### src/rtl/assert_macros.svh
// Assertion macros for use by the RTL files.
`ifndef ASSERT_MACROS_SVH
`define ASSERT_MACROS_SVH
`ifndef NO_ASSERTIONS
`define ASSERT_CLK(lbl, clk, rst_n, prop) \
    lbl: assert property (@(posedge clk) disable iff (!rst_n) (prop)) else $error("lbl failed");
`define ASSERT_NEVER(lbl, clk, rst_n, expr) \
    lbl: assert property (@(posedge clk) disable iff (!rst_n) !(expr)) else $error("lbl failed");
`else
`define ASSERT_CLK(lbl, clk, rst_n, prop)
`define ASSERT_NEVER(lbl, clk, rst_n, expr)
`endif
`endif

### src/rtl/z80d_pkg.sv
// ----------------------------------------------------------------------------
// z80d_pkg
// Types, class codes and the base opcode decode for the instruction decoder.
// ----------------------------------------------------------------------------
`timescale 1ns / 1ps
`default_nettype none
package z80d_pkg;

    localparam logic [3:0] F_IMM = 4'd1;
    localparam logic [3:0] F_MEM = 4'd2;
    localparam logic [3:0] F_ADR = 4'd4;
    localparam logic [3:0] F_PFX = 4'd8;

    localparam logic [7:0] OP_CB   = 8'hcb;
    localparam logic [7:0] OP_ED   = 8'hed;
    localparam logic [7:0] OP_DD   = 8'hdd;
    localparam logic [7:0] OP_FD   = 8'hfd;
    localparam logic [7:0] OP_HOOK = 8'hfe;
    localparam logic [7:0] OP_HLT  = 8'h76;
    localparam logic [7:0] HOOK_LIMIT_RESET = 8'hff;

    typedef enum logic [5:0] {
        C_NOP, C_LDRR, C_LDRI, C_ALU, C_INR, C_DCR, C_LXI, C_DAD, C_INX, C_DCX,
        C_LDAX, C_STAX, C_LDA, C_STA, C_LHLD, C_SHLD, C_ROT, C_DAA, C_CMA, C_STC,
        C_CMC, C_JMP, C_JCC, C_CALL, C_CCC, C_RET, C_RCC, C_RST, C_PCHL, C_SPHL,
        C_XTHL, C_XCHG, C_PUSH, C_POP, C_IN, C_OUT, C_EI, C_DI, C_HLT, C_JR,
        C_DJNZ, C_EXAF, C_EXX, C_CB, C_ED, C_IX, C_IXCB, C_HOOK, C_BAD
    } op_class_t;

    typedef struct packed {
        op_class_t  cls;
        logic [2:0] fx;
        logic [2:0] fy;
        logic [3:0] fl;
        logic [2:0] len;
    } base_dec_t;

    typedef struct packed {
        logic [15:0] fetch_pc;
        logic [7:0]  byte0;
        logic [7:0]  byte1;
        logic [7:0]  byte2;
        logic [7:0]  byte3;
    } in_item_t;

    typedef struct packed {
        logic [5:0]        op_class;
        logic [7:0]        field_x;
        logic [2:0]        field_y;
        logic [3:0]        flags;
        logic [2:0]        length;
        logic [7:0]        prefix_byte;
        logic [7:0]        sub_byte;
        logic [15:0]       immediate;
        logic signed [7:0] displacement;
    } out_item_t;

    function automatic base_dec_t decode_base(input logic [7:0] op);
        base_dec_t  d;
        logic [1:0] x;
        logic [2:0] y;
        logic [2:0] z;
        logic [1:0] p;
        logic       q;
        x = op[7:6];
        y = op[5:3];
        z = op[2:0];
        p = y[2:1];
        q = y[0];
        d.cls = C_NOP;
        d.fx = 3'd0;
        d.fy = 3'd0;
        d.fl = 4'd0;
        d.len = 3'd1;
        unique case (x)
            2'd0:
            begin
                unique case (z)
                    3'd0:
                    begin
                        if (y == 3'd0) d.cls = C_NOP;
                        else if (y == 3'd1) d.cls = C_EXAF;
                        else if (y == 3'd2)
                        begin
                            d.cls = C_DJNZ;
                            d.len = 3'd2;
                        end
                        else
                        begin
                            d.cls = C_JR;
                            d.len = 3'd2;
                            d.fx = (y == 3'd3) ? 3'd4 : y - 3'd4;
                        end
                    end
                    3'd1:
                    begin
                        d.fx = {1'b0, p};
                        if (!q)
                        begin
                            d.cls = C_LXI;
                            d.fl = F_IMM;
                            d.len = 3'd3;
                        end
                        else d.cls = C_DAD;
                    end
                    3'd2:
                    begin
                        if (!p[1])
                        begin
                            d.cls = q ? C_LDAX : C_STAX;
                            d.fx = {1'b0, p};
                            d.fl = F_MEM;
                        end
                        else
                        begin
                            if (p == 2'd2) d.cls = q ? C_LHLD : C_SHLD;
                            else d.cls = q ? C_LDA : C_STA;
                            d.fl = F_IMM | F_MEM | F_ADR;
                            d.len = 3'd3;
                        end
                    end
                    3'd3:
                    begin
                        d.cls = q ? C_DCX : C_INX;
                        d.fx = {1'b0, p};
                    end
                    3'd4, 3'd5:
                    begin
                        d.cls = (z == 3'd4) ? C_INR : C_DCR;
                        d.fx = y;
                        if (y == 3'd6) d.fl = F_MEM;
                    end
                    3'd6:
                    begin
                        d.cls = C_LDRI;
                        d.fx = y;
                        d.len = 3'd2;
                        d.fl = F_IMM | ((y == 3'd6) ? F_MEM : 4'd0);
                    end
                    default:
                    begin
                        if (!y[2])
                        begin
                            d.cls = C_ROT;
                            d.fx = y;
                        end
                        else
                        begin
                            unique case (y[1:0])
                                2'd0: d.cls = C_DAA;
                                2'd1: d.cls = C_CMA;
                                2'd2: d.cls = C_STC;
                                default: d.cls = C_CMC;
                            endcase
                        end
                    end
                endcase
            end
            2'd1:
            begin
                if (op == OP_HLT) d.cls = C_HLT;
                else
                begin
                    d.cls = C_LDRR;
                    d.fx = y;
                    d.fy = z;
                    if (y == 3'd6 || z == 3'd6) d.fl = F_MEM;
                end
            end
            2'd2:
            begin
                d.cls = C_ALU;
                d.fx = y;
                d.fy = z;
                if (z == 3'd6) d.fl = F_MEM;
            end
            default:
            begin
                unique case (z)
                    3'd0:
                    begin
                        d.cls = C_RCC;
                        d.fx = y;
                    end
                    3'd1:
                    begin
                        if (!q)
                        begin
                            d.cls = C_POP;
                            d.fx = {1'b0, p};
                        end
                        else
                        begin
                            unique case (p)
                                2'd0: d.cls = C_RET;
                                2'd1: d.cls = C_EXX;
                                2'd2: d.cls = C_PCHL;
                                default: d.cls = C_SPHL;
                            endcase
                        end
                    end
                    3'd2:
                    begin
                        d.cls = C_JCC;
                        d.fx = y;
                        d.fl = F_ADR;
                        d.len = 3'd3;
                    end
                    3'd3:
                    begin
                        unique case (y)
                            3'd0:
                            begin
                                d.cls = C_JMP;
                                d.fl = F_ADR;
                                d.len = 3'd3;
                            end
                            3'd1:
                            begin
                                d.cls = C_CB;
                                d.fl = F_PFX;
                            end
                            3'd2:
                            begin
                                d.cls = C_OUT;
                                d.len = 3'd2;
                            end
                            3'd3:
                            begin
                                d.cls = C_IN;
                                d.len = 3'd2;
                            end
                            3'd4:
                            begin
                                d.cls = C_XTHL;
                                d.fl = F_MEM;
                            end
                            3'd5: d.cls = C_XCHG;
                            3'd6: d.cls = C_DI;
                            default: d.cls = C_EI;
                        endcase
                    end
                    3'd4:
                    begin
                        d.cls = C_CCC;
                        d.fx = y;
                        d.fl = F_ADR;
                        d.len = 3'd3;
                    end
                    3'd5:
                    begin
                        if (!q)
                        begin
                            d.cls = C_PUSH;
                            d.fx = {1'b0, p};
                        end
                        else if (p == 2'd0)
                        begin
                            d.cls = C_CALL;
                            d.fl = F_ADR;
                            d.len = 3'd3;
                        end
                        else
                        begin
                            d.cls = (p == 2'd2) ? C_ED : C_IX;
                            d.fl = F_PFX;
                        end
                    end
                    3'd6:
                    begin
                        d.cls = C_ALU;
                        d.fx = y;
                        d.fl = F_IMM;
                        d.len = 3'd2;
                    end
                    default:
                    begin
                        d.cls = C_RST;
                        d.fx = y;
                    end
                endcase
            end
        endcase
        return d;
    endfunction

    function automatic logic names_hl_memory(input logic [7:0] op);
        logic r;
        r = 1'b0;
        if (op == 8'h34 || op == 8'h35 || op == 8'h36) r = 1'b1;
        else if (op >= 8'h70 && op <= 8'h77) r = (op != OP_HLT);
        else if (op >= 8'h40 && op <= 8'hbf) r = (op[2:0] == 3'd6);
        return r;
    endfunction

endpackage
`default_nettype wire

### src/rtl/z80d_if.sv
// ----------------------------------------------------------------------------
// z80d_in_if / z80d_out_if
// Valid/ready channels carrying input and result items.
// ----------------------------------------------------------------------------
`timescale 1ns / 1ps
`default_nettype none
interface z80d_in_if;
    logic              valid;
    logic              ready;
    z80d_pkg::in_item_t data;
    modport source (output valid, output data, input ready);
    modport sink (input valid, input data, output ready);
endinterface

interface z80d_out_if;
    logic               valid;
    logic               ready;
    z80d_pkg::out_item_t data;
    modport source (output valid, output data, input ready);
    modport sink (input valid, input data, output ready);
endinterface
`default_nettype wire

### src/rtl/z80_instruction_decoder_top.sv
// Pipeline: three register stages; an accepted item is registered in stage 1,
// then in stage 2, then in stage 3, from which the result is presented.
// Throughput: one item per cycle; the three stages advance together and
// hold as a whole when the output is stalled and full.
// Reset: all stage valid bits clear; hook_limit returns to 255.
// ----------------------------------------------------------------------------
// z80_instruction_decoder_top
// Three-stage decode of one 8080/Z80 instruction window per item.
// ----------------------------------------------------------------------------
`timescale 1ns / 1ps
`default_nettype none
`include "assert_macros.svh"
module z80_instruction_decoder_top (
    input  wire logic       clk,
    input  wire logic       rst_n,
    input  wire logic       cfg_we,
    input  wire logic [7:0] cfg_wdata,
    z80d_in_if.sink         in_ch,
    z80d_out_if.source      out_ch
);

    logic [7:0] hook_limit_reg;

    logic v1_reg, v2_reg, v3_reg;
    logic adv;

    // stage 1: raw item and base decodes
    z80d_pkg::in_item_t   s1_reg;
    z80d_pkg::base_dec_t  d0_reg, d0_next;
    z80d_pkg::base_dec_t  d1_reg, d1_next;
    logic                 hl1_reg, hl1_next;

    // stage 2: partial result and jump target operands
    z80d_pkg::out_item_t  s2_reg, s2_next;
    logic                 jr2_reg, jr2_next;
    logic [15:0]          pc2_reg;
    logic [7:0]           b2_reg;

    z80d_pkg::out_item_t  s3_reg, s3_next;

    assign adv = !v3_reg || out_ch.ready;
    assign in_ch.ready = adv;
    assign out_ch.valid = v3_reg;
    assign out_ch.data = s3_reg;

    always_ff @(posedge clk or negedge rst_n)
    begin
        if (!rst_n)
        begin
            hook_limit_reg <= z80d_pkg::HOOK_LIMIT_RESET;
            v1_reg <= 1'b0;
            v2_reg <= 1'b0;
            v3_reg <= 1'b0;
        end
        else
        begin
            if (cfg_we) hook_limit_reg <= cfg_wdata;
            if (adv)
            begin
                v1_reg <= in_ch.valid;
                v2_reg <= v1_reg;
                v3_reg <= v2_reg;
            end
        end
    end

    always_comb
    begin
        d0_next = z80d_pkg::decode_base(in_ch.data.byte0);
        d1_next = z80d_pkg::decode_base(in_ch.data.byte1);
        hl1_next = z80d_pkg::names_hl_memory(in_ch.data.byte1);
    end

    always_comb
    begin
        logic [7:0] b0, b1, b2, b3;
        b0 = s1_reg.byte0;
        b1 = s1_reg.byte1;
        b2 = s1_reg.byte2;
        b3 = s1_reg.byte3;
        s2_next = '0;
        jr2_next = 1'b0;
        if ((d0_reg.fl & z80d_pkg::F_PFX) == 4'd0)
        begin
            s2_next.op_class = d0_reg.cls;
            s2_next.field_x = {5'd0, d0_reg.fx};
            s2_next.field_y = d0_reg.fy;
            s2_next.flags = d0_reg.fl;
            s2_next.length = d0_reg.len;
            if (d0_reg.len == 3'd3) s2_next.immediate = {b2, b1};
            else if (d0_reg.len == 3'd2)
            begin
                if (d0_reg.cls == z80d_pkg::C_JR || d0_reg.cls == z80d_pkg::C_DJNZ)
                    jr2_next = 1'b1;
                else s2_next.immediate = {8'd0, b1};
            end
        end
        else
        begin
            s2_next.prefix_byte = b0;
            s2_next.sub_byte = b1;
            s2_next.flags = z80d_pkg::F_PFX;
            if (b0 == z80d_pkg::OP_CB)
            begin
                s2_next.op_class = z80d_pkg::C_CB;
                s2_next.length = 3'd2;
                s2_next.field_x = {6'd0, b1[7:6]};
                s2_next.field_y = b1[2:0];
                s2_next.immediate = {13'd0, b1[5:3]};
                if (b1[2:0] == 3'd6) s2_next.flags = z80d_pkg::F_PFX | z80d_pkg::F_MEM;
            end
            else if (b0 == z80d_pkg::OP_ED)
            begin
                if (b1 == z80d_pkg::OP_HOOK)
                begin
                    s2_next.field_x = b2;
                    s2_next.length = 3'd3;
                    s2_next.op_class = (b2 > hook_limit_reg) ? z80d_pkg::C_BAD
                                                             : z80d_pkg::C_HOOK;
                end
                else
                begin
                    s2_next.op_class = z80d_pkg::C_ED;
                    s2_next.length = 3'd2;
                    if (b1[7:6] == 2'b01 && b1[2:0] == 3'd3)
                    begin
                        s2_next.length = 3'd4;
                        s2_next.field_x = {6'd0, b1[5:4]};
                        s2_next.immediate = {b3, b2};
                        s2_next.flags = 4'hf;
                    end
                end
            end
            else
            begin
                s2_next.op_class = z80d_pkg::C_IX;
                if (b1 == z80d_pkg::OP_DD || b1 == z80d_pkg::OP_FD
                    || b1 == z80d_pkg::OP_ED)
                    s2_next.length = 3'd1;
                else if (b1 == z80d_pkg::OP_CB)
                begin
                    s2_next.op_class = z80d_pkg::C_IXCB;
                    s2_next.length = 3'd4;
                    s2_next.displacement = b2;
                end
                else
                begin
                    s2_next.length = 3'd1 + d1_reg.len + {2'd0, hl1_reg};
                    if (hl1_reg) s2_next.displacement = b2;
                end
            end
        end
    end

    always_comb
    begin
        s3_next = s2_reg;
        if (jr2_reg)
            s3_next.immediate = pc2_reg + 16'd2 + {{8{b2_reg[7]}}, b2_reg};
    end

    always_ff @(posedge clk)
    begin
        if (adv)
        begin
            s1_reg <= in_ch.data;
            d0_reg <= d0_next;
            d1_reg <= d1_next;
            hl1_reg <= hl1_next;
            s2_reg <= s2_next;
            jr2_reg <= jr2_next;
            pc2_reg <= s1_reg.fetch_pc;
            b2_reg <= s1_reg.byte1;
            s3_reg <= s3_next;
        end
    end

    `ASSERT_CLK(a_hold_out, clk, rst_n, (v3_reg && !out_ch.ready) |=> (v3_reg && $stable(s3_reg)))
    `ASSERT_NEVER(a_len_zero, clk, rst_n, v3_reg && s3_reg.length == 3'd0)
    `ASSERT_CLK(a_adv_move, clk, rst_n, (adv && v2_reg) |=> v3_reg)

endmodule
`default_nettype wire

### src/flat_wrapper.sv
// flat-port wrapper written by rule: the top's interface ports become plain ports
module z80_instruction_decoder_top_flat 
  (clk, rst_n, cfg_we, cfg_wdata, in_ch_valid, in_ch_data, in_ch_ready, out_ch_valid, out_ch_data, out_ch_ready);
  z80d_in_if in_ch_i ();
  z80d_out_if out_ch_i ();
  input  wire logic clk;
  input  wire logic rst_n;
  input  wire logic cfg_we;
  input  wire logic [7:0] cfg_wdata;
  input wire logic [$bits(in_ch_i.valid)-1:0] in_ch_valid;
  input wire logic [$bits(in_ch_i.data)-1:0] in_ch_data;
  output wire logic [$bits(in_ch_i.ready)-1:0] in_ch_ready;
  output wire logic [$bits(out_ch_i.valid)-1:0] out_ch_valid;
  output wire logic [$bits(out_ch_i.data)-1:0] out_ch_data;
  input wire logic [$bits(out_ch_i.ready)-1:0] out_ch_ready;
  assign in_ch_i.valid = in_ch_valid;
  assign in_ch_i.data = in_ch_data;
  assign in_ch_ready = in_ch_i.ready;
  assign out_ch_valid = out_ch_i.valid;
  assign out_ch_data = out_ch_i.data;
  assign out_ch_i.ready = out_ch_ready;
  z80_instruction_decoder_top u_core (.clk(clk), .rst_n(rst_n), .cfg_we(cfg_we), .cfg_wdata(cfg_wdata), .in_ch(in_ch_i), .out_ch(out_ch_i));
endmodule
### config.mk
export PLATFORM = sky130hd
export DESIGN_NAME = z80_instruction_decoder_top_flat
export DESIGN_NICKNAME = d
export VERILOG_FILES = /design/src/rtl/z80d_pkg.sv /design/src/rtl/z80d_if.sv /design/src/rtl/z80_instruction_decoder_top.sv /design/src/flat_wrapper.sv
export VERILOG_INCLUDE_DIRS = /design/src /design/src/rtl
export SDC_FILE = /design/constraint.sdc
export NUM_CORES = 1
export LEC_CHECK = 0
export BUFFER_PORTS_ARGS = -buffer_cell sky130_fd_sc_hd__buf_2
export CAP_MARGIN = 25
export CORE_MARGIN = 3
export CORE_UTILIZATION = 50
export CTS_CLUSTER_DIAMETER = 80
export CTS_CLUSTER_SIZE = 28
export DETAILED_ROUTE_END_ITERATION = 6
export PLACE_DENSITY = 0.7
export SETUP_SLACK_MARGIN = 0.05
export SLEW_MARGIN = 20
export SYNTH_ARGS = -nofsm -noshare
export SYNTH_HDL_FRONTEND = slang
export SYNTH_SLANG_ARGS = --single-unit
### constraint.sdc
create_clock -name clk -period 7.3 [get_ports clk]
set_clock_uncertainty 0.05 [all_clocks]
set_input_delay 0.365 -clock clk [delete_from_list [all_inputs] [get_ports clk]]
set_output_delay 0.365 -clock clk [all_outputs]
set_load 0.005 [all_outputs]
==> impl_metrics.toml <==
[sta]
timing.final.hold_violations = 0
max_slew_margin = 0.3862
finalWorstPathRequiredPeriod_ns = 2.857
max_clock_freq_mhz = 350.1
timing.final.crit_share = 0.3913
setup_repair_after_global_routing_missed_its_margin = "no"
final-setup-viol-count = 0
worst_pin_slew_ns = 0.9208
maxSlewViolCount = 0
final.setup.tns_ns = 0

[run]
cap_viol_max_count = 0

[clocking]
clock_path_buffers = 3
cts.sink_count = 233
clock_insertion_delay_worst_skew_ns = 0.48
cts_inserted_buffers = 14
clock-root-buffer = "clkbuf_16"
cts_resized = 0
clock_tree_from_tritoncts = "done"
worst_setup_hold_path_clk_slew_ns = 0.10
cts_htree_levels = 1
postcts_setup_bufs = 0
postCtsHoldBufs = 26

[final_layout]
multi_input_comb_area_mm2 = 0.003333
stdcell_count = 1215
fill_cells = 1630
seq_area_mm2 = 0.006952
antennaDiodeCount = 0
drive_gt1_frac = 0.1915
design.final.nets = 1055
area_delta_synth_final_pct = 15.80

[floorplan]
initial_core_util = 0.5152
die-width_um = 151.1
floorplan.rows = 52
die_height_um = 151.1
design.portCount = 127
die_area_mm2 = 0.02283
core_region_area_mm2 = 0.02043

[yosys]
synth_top_cell_by_area = "edfxtp_1"
synth-seq-cells = 233
synth_top_flop_cell = "edfxtp_1"
post_synth_inst_count = 791
synth_cell_type_count = 66
synth_fp_nets = 908
postSynthAreaPerCell_um2 = 13.31
async_reset_ff_frac = 0.04721
yosys-top-cells-area = "edfxtp_1 (63%), ha_1 (6.5%), nand2_1 (2.5%)"
synth_enable_flop_cells = 222
syn_std_cell_area_mm2 = 0.01053
ys_seq_area_frac = 0.6604
yosys.area.top_type_share = 0.6333
yosys_warnings = 0

[worst_setup_path]
crit_path_max_fanout = 9
cp.arrival_ns = 3.00
path_class = "flop to flop"
cp-start-kind = "flop"
critical_path_required_ns = 7.45
critical_path.endpoint_type = "flop"

[grt]
grt_pass1_wl_um = 35290
grt_max_degree = 166
groute.usage.overall = 0.1975
number_of_antenna_violations_at_the_first_check_in_global_routing = 0
grt_remaining_overflow = 0
first_global_vias = 6425

[placed_design]
place_inst = 1161
hpwl_after_detailed_placement_um = 15270
finalWeightedCongestion = 0.8906
port_buffers = 126

[detailed_routing]
drt_drc_violations_left = 0
vias_per_cell = 5.626
drt.antenna.violating_nets = 0
drt-total-wl_um = 22570
initialDrtViolationCount = 754
vias = 6836
wl_per_cell_um = 18.58
drt_first_pass_iters = 5

[pwr]
power_per_cell_area_mw_per_mm2 = 292.0
ir_drop_v = 0.0002066
total_leakage_power_uw = 0.004869
finalPower_uw = 3559

[hold_path]
worst_min_path_class = "input port to flop"

[status]
status = "finished, final reports clean"
cells by family (layout without fill, tap and decap cells):
kind of cell             Yosys count  in the layout  share of synthesized area
multiplexers                      14             14                    0.01474
AO/OA/AOI/OAI                    185            185                     0.1149
XOR/XNOR                           9              9                   0.007489
flip-flops                       233            233                     0.6604
adder cells (fa/ha/maj)           56             56                    0.06728
buffers and inverters             63            217                    0.02365
AND/OR/NAND/NOR                  231            231                     0.1115
Yosys cell counts, drive strengths merged (5+ instances only):
cell type,instances
a211oi,9
a21o,9
a21oi,42
a22o,16
a22oi,9
a31oi,15
and2,29
and3,9
buf,6
clkbuf,22
dfstp,8
edfxtp,222
ha,55
inv,33
mux2,12
nand2,70
nand2b,5
nand3,12
nand4,7
nor2,51
nor2b,7
nor3,9
o211ai,7
o21ai,40
o22ai,6
o31ai,6
or3,11
xnor2,6
final timing paths:
kind / from / depth (start not counted) / end / slack (ns)
max in group asynchronous: rst_n / 2 / u_core.hook_limit_reg[0] / 6.68
min in group asynchronous: rst_n / 2 / u_core.out_ch.valid / 0.26
worst min-delay path: in_ch_data[7] / 1 / u_core.s1_reg[7] / 0.02
worst min register to register: u_core.s2_reg[42] / 0 / u_core.out_ch.data[42] / 0.37
worst max register to register: u_core.b2_reg[7] / 7 / u_core.out_ch.data[19] / 4.44
worst max-delay path: u_core.b2_reg[7] / 7 / u_core.out_ch.data[19] / 4.44
per-layer routing:
metal | vias up | global-route usage | routed length, um
met5 | - | 0 | 0
met1 | 3262 | 0.2972 | 10210
li1 | 3304 | - | -
met4 | 0 | 0.04034 | 333
met2 | 244 | 0.3121 | 10620
met3 | 26 | 0.02603 | 1408
area by class of cell:
class                      instances  share of cell area
multi-input combinational        495              0.2735
clock buffer                      15             0.03079
timing repair buffer             159             0.07945
clock inverter                     8            0.007493
sequential                       233              0.5703
inverter                          35             0.01078
tap                              270             0.02772
report_power, final:
part	internal, uW	switching (uW)	total [uW]	leakage (uW)
clock network	399	448	847	0.000227
logic	316	439	755	0.00222
registers	1830	127	1960	0.00242
total	2540	1010	3560	0.00487
metrics by stage:
step	cell area [um^2]	hold slack (ns)	utilization	setup slack, ns
finish	12190	0.02117	0.5966	4.443
global route	12190	0.003897	0.5966	4.247
CTS	12140	0.002572	0.5942	4.459
detailed placement	11410	0.1952	0.5586	4.479
global placement	11410	0.1926	0.5586	4.531
floorplan	10530	0.01941	-	0.5201
critical path: stages (launching register included):
cell and delay (ns):
edfxtp_1 0.55, ha_1 0.35, ha_1 0.40, a211o_1 0.35
or3_1 0.31, o22ai_1 0.27, xor2_1 0.20, a21oi_1 0.08
layout by cell type (no fill, tap or decap), types with 15 or more instances in the layout:
cell / count
ha_1: 55
a31oi_1: 15
edfxtp_1: 222
a22o_1: 16
inv_1: 33
nor2_1: 51
nand2_1: 69
clkbuf_16: 15
o21ai_0: 40
dlygate4sd3_1: 31
buf_2: 126
and2_1: 29
a21oi_1: 42
(Power assumes the default switching activity.)
